===== config.mk =====
export PLATFORM = sky130hd
export DESIGN_NAME = daylight_ramp_dimmer
export DESIGN_NICKNAME = d
export VERILOG_FILES = /design/src/drd_pkg.sv /design/src/drd_cfg_regs.sv /design/src/drd_tod.sv /design/src/drd_region.sv /design/src/drd_divider.sv /design/src/daylight_ramp_dimmer.sv
export SDC_FILE = /design/constraint.sdc
export NUM_CORES = 2
export LEC_CHECK = 0
export ABC_AREA = 1
export BUFFER_PORTS_ARGS = -buffer_cell sky130_fd_sc_hd__buf_4
export CAP_MARGIN = 20
export CORE_MARGIN = 2
export CORE_UTILIZATION = 35
export DETAILED_ROUTE_END_ITERATION = 12
export HOLD_SLACK_MARGIN = 0.03
export RECOVER_POWER = 50
export SLEW_MARGIN = 10
export SYNTH_ARGS = -nofsm -noshare
export SYNTH_HDL_FRONTEND = slang
export SYNTH_HIERARCHICAL = 1
export SYNTH_SLANG_ARGS = --single-unit

===== constraint.sdc =====
create_clock -name clk -period 11.4 [get_ports clk]
set_input_delay 0.57 -clock clk [delete_from_list [all_inputs] [get_ports clk]]
set_output_delay 0.57 -clock clk [all_outputs]
set_load 0.02 [all_outputs]

===== src/drd_pkg.sv =====
// ----------------------------------------------------------------------------
// drd_pkg
// Shared types and constants of the daylight ramp dimmer pipeline.
// ----------------------------------------------------------------------------
package drd_pkg;

  localparam int unsigned TOD_W    = 17;  // second of day, also register width
  localparam int unsigned NUM_W    = 24;  // 100 * elapsed plus ceiling bias
  localparam int unsigned QUO_W    = 7;   // brightness, 0..100
  localparam int unsigned CFG_IDX_W = 3;

  localparam logic [TOD_W-1:0] SECONDS_PER_DAY = 17'd86400;
  localparam logic [QUO_W-1:0] FULL_SCALE      = 7'd100;

  // 86400 = 128 * 675; divide the upper 25 bits by 675 with a reciprocal
  localparam int unsigned       DAY_SHIFT   = 7;
  localparam int unsigned       RECIP_SHIFT = 35;
  localparam int unsigned       RECIP_W     = 26;
  localparam logic [RECIP_W-1:0] RECIP_M    = 26'd50903316;  // floor(2^35 / 675)
  localparam int unsigned       PROD_W      = 32 - DAY_SHIFT + RECIP_W;
  localparam int unsigned       DAYQ_W      = 16;

  // Register indexes
  localparam logic [CFG_IDX_W-1:0] CFG_AUTO_MODE   = 3'd0;
  localparam logic [CFG_IDX_W-1:0] CFG_LIGHT_START = 3'd1;
  localparam logic [CFG_IDX_W-1:0] CFG_RISE_LENGTH = 3'd2;
  localparam logic [CFG_IDX_W-1:0] CFG_LIGHT_END   = 3'd3;
  localparam logic [CFG_IDX_W-1:0] CFG_FALL_LENGTH = 3'd4;

  // Profile regions
  localparam logic [1:0] REGION_OFF  = 2'd0;
  localparam logic [1:0] REGION_RISE = 2'd1;
  localparam logic [1:0] REGION_FULL = 2'd2;
  localparam logic [1:0] REGION_FALL = 2'd3;

  typedef struct packed {
    logic             auto_mode;
    logic [TOD_W-1:0] light_start;
    logic [TOD_W-1:0] rise_length;
    logic [TOD_W-1:0] light_end;
    logic [TOD_W-1:0] fall_length;
  } cfg_t;

  typedef struct packed {
    logic [1:0]       region;
    logic [NUM_W-1:0] rem;
    logic [TOD_W-1:0] den;
    logic [QUO_W-1:0] quo;
  } div_stage_t;

endpackage


===== src/drd_cfg_regs.sv =====
// ----------------------------------------------------------------------------
// drd_cfg_regs
// Configuration register file, written through a plain write port.
// ----------------------------------------------------------------------------
module drd_cfg_regs (
  input  logic                          clk,
  input  logic                          rst_n,
  input  logic                          cfg_we,
  input  logic [drd_pkg::CFG_IDX_W-1:0] cfg_index,
  input  logic [drd_pkg::TOD_W-1:0]     cfg_wdata,
  output drd_pkg::cfg_t                 cfg
);
  import drd_pkg::*;

  cfg_t cfg_r;

  always_ff @(posedge clk) begin
    if (!rst_n) begin
      cfg_r.auto_mode   <= 1'b1;
      cfg_r.light_start <= '0;
      cfg_r.rise_length <= '0;
      cfg_r.light_end   <= '0;
      cfg_r.fall_length <= '0;
    end else if (cfg_we) begin
      case (cfg_index)
        CFG_AUTO_MODE:   cfg_r.auto_mode   <= cfg_wdata[0];
        CFG_LIGHT_START: cfg_r.light_start <= cfg_wdata;
        CFG_RISE_LENGTH: cfg_r.rise_length <= cfg_wdata;
        CFG_LIGHT_END:   cfg_r.light_end   <= cfg_wdata;
        CFG_FALL_LENGTH: cfg_r.fall_length <= cfg_wdata;
        default: ;
      endcase
    end
  end

  assign cfg = cfg_r;

endmodule


===== src/drd_tod.sv =====
// ----------------------------------------------------------------------------
// drd_tod
// Three-stage reduction of epoch seconds to a second of the day.
// ----------------------------------------------------------------------------
module drd_tod (
  input  logic                      clk,
  input  logic                      rst_n,
  input  logic                      en,
  input  logic                      in_valid,
  input  logic [31:0]               in_epoch,
  output logic                      out_valid,
  output logic [drd_pkg::TOD_W-1:0] out_tod
);
  import drd_pkg::*;

  logic              v1_r, v2_r, v3_r;
  logic [31:0]       x1_r;
  logic [PROD_W-1:0] p1_r;
  logic [PROD_W-1:0] p1_nxt;
  logic [DAYQ_W-1:0] q2;
  logic [DAYQ_W+TOD_W-1:0] qd2;
  logic [TOD_W:0]    r2_r, r2_nxt;
  logic [TOD_W-1:0]  t3_r, t3_nxt;

  // Stage 1: estimate of floor(x / 86400), low by at most one
  assign p1_nxt = PROD_W'(in_epoch[31:DAY_SHIFT]) * PROD_W'(RECIP_M);

  // Stage 2: remainder against the estimate, below twice a day
  assign q2     = p1_r[RECIP_SHIFT +: DAYQ_W];
  assign qd2    = q2 * SECONDS_PER_DAY;
  assign r2_nxt = x1_r[TOD_W:0] - qd2[TOD_W:0];

  // Stage 3: final correction
  always_comb begin
    if (r2_r >= {1'b0, SECONDS_PER_DAY}) begin
      t3_nxt = TOD_W'(r2_r - {1'b0, SECONDS_PER_DAY});
    end else begin
      t3_nxt = r2_r[TOD_W-1:0];
    end
  end

  always_ff @(posedge clk) begin
    if (!rst_n) begin
      v1_r <= 1'b0;
      v2_r <= 1'b0;
      v3_r <= 1'b0;
    end else if (en) begin
      v1_r <= in_valid;
      v2_r <= v1_r;
      v3_r <= v2_r;
    end
  end

  always_ff @(posedge clk) begin
    if (en) begin
      x1_r <= in_epoch;
      p1_r <= p1_nxt;
      r2_r <= r2_nxt;
      t3_r <= t3_nxt;
    end
  end

  assign out_valid = v3_r;
  assign out_tod   = t3_r;

endmodule


===== src/drd_region.sv =====
// ----------------------------------------------------------------------------
// drd_region
// Picks the profile region for a second of the day and forms the ramp
// numerator and denominator for the divider.
// ----------------------------------------------------------------------------
module drd_region (
  input  logic                      clk,
  input  logic                      rst_n,
  input  logic                      en,
  input  drd_pkg::cfg_t             cfg,
  input  logic                      in_valid,
  input  logic [drd_pkg::TOD_W-1:0] in_tod,
  output logic                      out_valid,
  output drd_pkg::div_stage_t       out_req
);
  import drd_pkg::*;

  logic             v_r;
  div_stage_t       req_r, req_nxt;
  logic [TOD_W:0]   rise_end;
  logic [TOD_W:0]   fall_end;
  logic [TOD_W-1:0] elapsed;
  logic [NUM_W-1:0] scaled;

  assign rise_end = {1'b0, cfg.light_start} + {1'b0, cfg.rise_length};
  assign fall_end = {1'b0, cfg.light_end} + {1'b0, cfg.fall_length};

  always_comb begin
    req_nxt.region = REGION_OFF;
    req_nxt.den    = cfg.rise_length;
    req_nxt.quo    = '0;
    elapsed        = '0;
    if (in_tod < cfg.light_start) begin
      req_nxt.region = REGION_OFF;
    end else if ({1'b0, in_tod} < rise_end) begin
      req_nxt.region = REGION_RISE;
      elapsed        = in_tod - cfg.light_start;
    end else if (in_tod < cfg.light_end) begin
      req_nxt.region = REGION_FULL;
    end else if ({1'b0, in_tod} < fall_end) begin
      req_nxt.region = REGION_FALL;
      req_nxt.den    = cfg.fall_length;
      elapsed        = in_tod - cfg.light_end;
    end
    // 100 * elapsed as shifts and adds
    scaled = (NUM_W'(elapsed) << 6) + (NUM_W'(elapsed) << 5) + (NUM_W'(elapsed) << 2);
    // bias by length - 1 to turn the floor into a ceiling on the sunset ramp
    if (req_nxt.region == REGION_FALL) begin
      req_nxt.rem = scaled + NUM_W'(cfg.fall_length) - NUM_W'(1);
    end else begin
      req_nxt.rem = scaled;
    end
  end

  always_ff @(posedge clk) begin
    if (!rst_n) begin
      v_r <= 1'b0;
    end else if (en) begin
      v_r <= in_valid;
    end
  end

  always_ff @(posedge clk) begin
    if (en) begin
      req_r <= req_nxt;
    end
  end

  assign out_valid = v_r;
  assign out_req   = req_r;

endmodule


===== src/drd_divider.sv =====
// ----------------------------------------------------------------------------
// drd_divider
// Restoring divider, one quotient bit per pipeline stage.
// ----------------------------------------------------------------------------
module drd_divider (
  input  logic                      clk,
  input  logic                      rst_n,
  input  logic                      en,
  input  logic                      in_valid,
  input  drd_pkg::div_stage_t       in_req,
  output logic                      out_valid,
  output drd_pkg::div_stage_t       out_res
);
  import drd_pkg::*;

  logic       vld_r [QUO_W];
  div_stage_t stg_r [QUO_W];

  for (genvar g = 0; g < QUO_W; g++) begin : g_stage
    div_stage_t       src;
    div_stage_t       stg_nxt;
    logic             src_v;
    logic [NUM_W-1:0] dsh;

    if (g == 0) begin : g_first
      assign src   = in_req;
      assign src_v = in_valid;
    end else begin : g_next
      assign src   = stg_r[g-1];
      assign src_v = vld_r[g-1];
    end

    // quotient never exceeds 100, so seven bits cover it
    always_comb begin
      dsh     = NUM_W'(src.den) << (QUO_W - 1 - g);
      stg_nxt = src;
      if (src.rem >= dsh) begin
        stg_nxt.rem                = src.rem - dsh;
        stg_nxt.quo[QUO_W - 1 - g] = 1'b1;
      end
    end

    always_ff @(posedge clk) begin
      if (!rst_n) begin
        vld_r[g] <= 1'b0;
      end else if (en) begin
        vld_r[g] <= src_v;
      end
    end

    always_ff @(posedge clk) begin
      if (en) begin
        stg_r[g] <= stg_nxt;
      end
    end
  end

  assign out_valid = vld_r[QUO_W-1];
  assign out_res   = stg_r[QUO_W-1];

endmodule


===== src/daylight_ramp_dimmer.sv =====
// ----------------------------------------------------------------------------
// daylight_ramp_dimmer
// Maps epoch-second ticks to a brightness percentage from a daily profile.
// ----------------------------------------------------------------------------
// Takes one word per clock unless the output stalls, and returns its brightness:
// three stages reduce the tick to a second of the day (reciprocal multiply
// and one correction), one stage picks the region and forms the ramp
// numerator, seven stages run a restoring divide one quotient bit each, and
// the output register maps the quotient to 0, ramp, or 100. While automatic
// mode is off, words are accepted and dropped without a result. The whole
// pipeline holds while the output word waits; a stall drops nothing.
module daylight_ramp_dimmer (
  input  logic                          clk,
  input  logic                          rst_n,
  // in_tdata: [31:0] epoch_seconds
  input  logic                          in_tvalid,
  output logic                          in_tready,
  input  logic [31:0]                   in_tdata,
  // out_tdata: [6:0] brightness, [7] zero
  output logic                          out_tvalid,
  input  logic                          out_tready,
  output logic [7:0]                    out_tdata,
  input  logic                          cfg_we,
  input  logic [drd_pkg::CFG_IDX_W-1:0] cfg_index,
  input  logic [drd_pkg::TOD_W-1:0]     cfg_wdata
);
  import drd_pkg::*;

  cfg_t             cfg;
  logic             en;
  logic             tod_valid;
  logic [TOD_W-1:0] tod;
  logic             req_valid;
  div_stage_t       req;
  logic             res_valid;
  div_stage_t       res;
  logic             out_valid_r;
  logic [QUO_W-1:0] bright_r, bright_nxt;

  // advance everything whenever the output register is free or drains
  assign en        = !out_valid_r || out_tready;
  assign in_tready = en;

  drd_cfg_regs u_cfg (
    .clk       (clk),
    .rst_n     (rst_n),
    .cfg_we    (cfg_we),
    .cfg_index (cfg_index),
    .cfg_wdata (cfg_wdata),
    .cfg       (cfg)
  );

  drd_tod u_tod (
    .clk       (clk),
    .rst_n     (rst_n),
    .en        (en),
    .in_valid  (in_tvalid && cfg.auto_mode),
    .in_epoch  (in_tdata),
    .out_valid (tod_valid),
    .out_tod   (tod)
  );

  drd_region u_region (
    .clk       (clk),
    .rst_n     (rst_n),
    .en        (en),
    .cfg       (cfg),
    .in_valid  (tod_valid),
    .in_tod    (tod),
    .out_valid (req_valid),
    .out_req   (req)
  );

  drd_divider u_div (
    .clk       (clk),
    .rst_n     (rst_n),
    .en        (en),
    .in_valid  (req_valid),
    .in_req    (req),
    .out_valid (res_valid),
    .out_res   (res)
  );

  always_comb begin
    case (res.region)
      REGION_RISE: bright_nxt = res.quo;
      REGION_FULL: bright_nxt = FULL_SCALE;
      REGION_FALL: bright_nxt = FULL_SCALE - res.quo;
      default:     bright_nxt = '0;
    endcase
  end

  always_ff @(posedge clk) begin
    if (!rst_n) begin
      out_valid_r <= 1'b0;
    end else if (en) begin
      out_valid_r <= res_valid;
    end
  end

  always_ff @(posedge clk) begin
    if (en) begin
      bright_r <= bright_nxt;
    end
  end

  assign out_tvalid = out_valid_r;
  assign out_tdata  = {1'b0, bright_r};

endmodule

==> flow_metrics.tcl <==
set metrics [dict create \
    grt_usage_pct 17.4 \
    cts_made_buffers 56 \
    multi_input_area_um2 25600 \
    final_max_slew_viol_count 364 \
    root_buffer "clkbuf_16" \
    required_ps 11730 \
    drive_gt1_share_pct 4.68 \
    setup_viol 0 \
    synth.avg_cell_area_um2 8.13 \
    crit_top_cell "nand2_1" \
    finalCritPeriodShare_pct 83.7 \
    mostFrequentLayoutCell "nand2_1" \
    grt-ovfl-total 0 \
    rows 130 \
    finalHoldViolCount 0 \
    setup.worst_path.class "reg2reg" \
    rsz0062_at_grt "false" \
    fin_tns_setup_ps 0 \
    skew_ps 38.1 \
    critical_path.endpoint_type "register" \
    synth_cells 5459 \
    seq_area_um2 14400 \
    io_pins 67 \
    die_h_um 360 \
    place_hpwl_um 92300 \
    outcome "finished with violations" \
    wl_per_cell_um 15.7 \
    grt_pass1_wl_um 181000 \
    first_pass_iters 6 \
    drtAntennaViolNets 0 \
    die_x_um 360 \
    post_cts_buffers 0 \
    cts.sinks 504 \
    postCtsHoldBufs 0 \
    core_um2 126000 \
    globalplace.congestion 0.912 \
    violations "capacitance limit, slew limit" \
    critPathMaxFanout 53 \
    clock_latency_ps 650 \
    final_nets 6356 \
    cts.clk_slew.worst_paths_ps 60 \
    critical_path.max_stage_delay_ps 530 \
    drc 0 \
    cts_tree "built" \
    port_buffers 65 \
    hp-class "in2reg" \
    most-common-layout-cells "1403 x nand2_1, 1033 x inv_1, 581 x ha_1, 443 x nor2_1, 429 x edfxtp_1" \
    drt_iter0_markers 2512 \
    critPathArrivalTime_ps 9870 \
    vias 34700 \
    dieArea_um2 130000 \
    min_period_ps 9540 \
    cts_max_path_buffers 3 \
    synth_warnings 6 \
    maxCapViolations 3 \
    start_util_pct 35.3 \
    grt_max_degree 194 \
    synth_area_um2 44400 \
    syn2layout_area_growth_pct 8.75 \
    fmax_mhz 105 \
    nFillCells 12900 \
    grt_pass1_vias 33900 \
    hold_slack_ps 120 \
    cp_slowest_cell "o21ai_0" \
    cts_resized 0 \
    cp-start-kind "register" \
    antenna_found_initial 3 \
    viasPerCell 4.80 \
    slew_headroom_pct -200 \
    htree_levels 2 \
    insertedDiodeCount 0 \
    worstMarginPinSlew_ps 4510 \
    wl_um 113000 \
]
## metrics by stage
step / area (µm²) / instances / util [%] / setup WS (ps)
floorplan: 44400 / 5465 / - / 4120
global placement: 46500 / 7123 / 37.0 / 2090
detailed placement: 46500 / 7123 / 37.0 / 1950
CTS: 48400 / 7226 / 38.5 / 1930
global route: 48300 / 7227 / 38.4 / 1160
finish: 48300 / 7227 / 38.4 / 1860
## critical path, delay by kind of cell, from the launching register on
| kind | cells | cell delay [ps] |
|---|---|---|
| and+or+nand+nor | 19 | 3080 |
| adders and majority gates | 8 | 2720 |
| xor gates and xnor gates | 3 | 430 |
| AOI/OAI and AO/OA | 9 | 2510 |
| buffers and inverters | 3 | 170 |
| DFF | 1 | 360 |
## path summary, 6_finish.rpt
path,startpoint,endpoint,slack (ps),cells after the start
worst min register to register,u_div/stg_r[2][48]$_DFFE_PP_,u_div/stg_r[3][48]$_DFFE_PP_,420,0
worst min-delay path,in_tdata[6],u_tod/x1_r[6]$_DFFE_PP_,120,1
worst max-delay path,u_cfg/cfg[34]$_SDFFE_PN0P_,u_region/out_req[46]$_DFFE_PP_,1860,42
worst max register to register,u_cfg/cfg[34]$_SDFFE_PN0P_,u_region/out_req[46]$_DFFE_PP_,1860,42
## layer usage
layer,vias to the layer above,wire [µm],track usage [%]
met5,-,18,0
met4,2,2790,4.26
met3,144,4790,1.92
met2,707,52000,29.0
met1,16200,53800,24.1
li1,17700,-,-
## final cells by class
cell class | instances | area share (%)
clock buffers | 65 | 3.04
clock inverters | 38 | 0.814
inverters | 1044 | 8.12
multi-input cells | 3856 | 53.0
flip-flops and latches | 504 | 29.8
well taps | 1650 | 4.28
repair buffers | 70 | 0.954
## sequential cells by signal (all words and copies together), names as in the netlist
register and cells:
u_tod/v2_r 1, u_tod/v1_r 1, u_region/out_valid 1, u_tod/r2_r 18
out_tvalid 1, u_div/vld_r 7, u_tod/p1_r 11, u_region/out_req 43
u_div/stg_r 309, u_tod/x1_r 18, u_tod/out_valid 1, u_tod/out_tod 17
bright_r 7, u_cfg/cfg 69
Power is not shown: default switching activity piles up to over one toggle a cycle in this logic, so the estimate is an artifact.
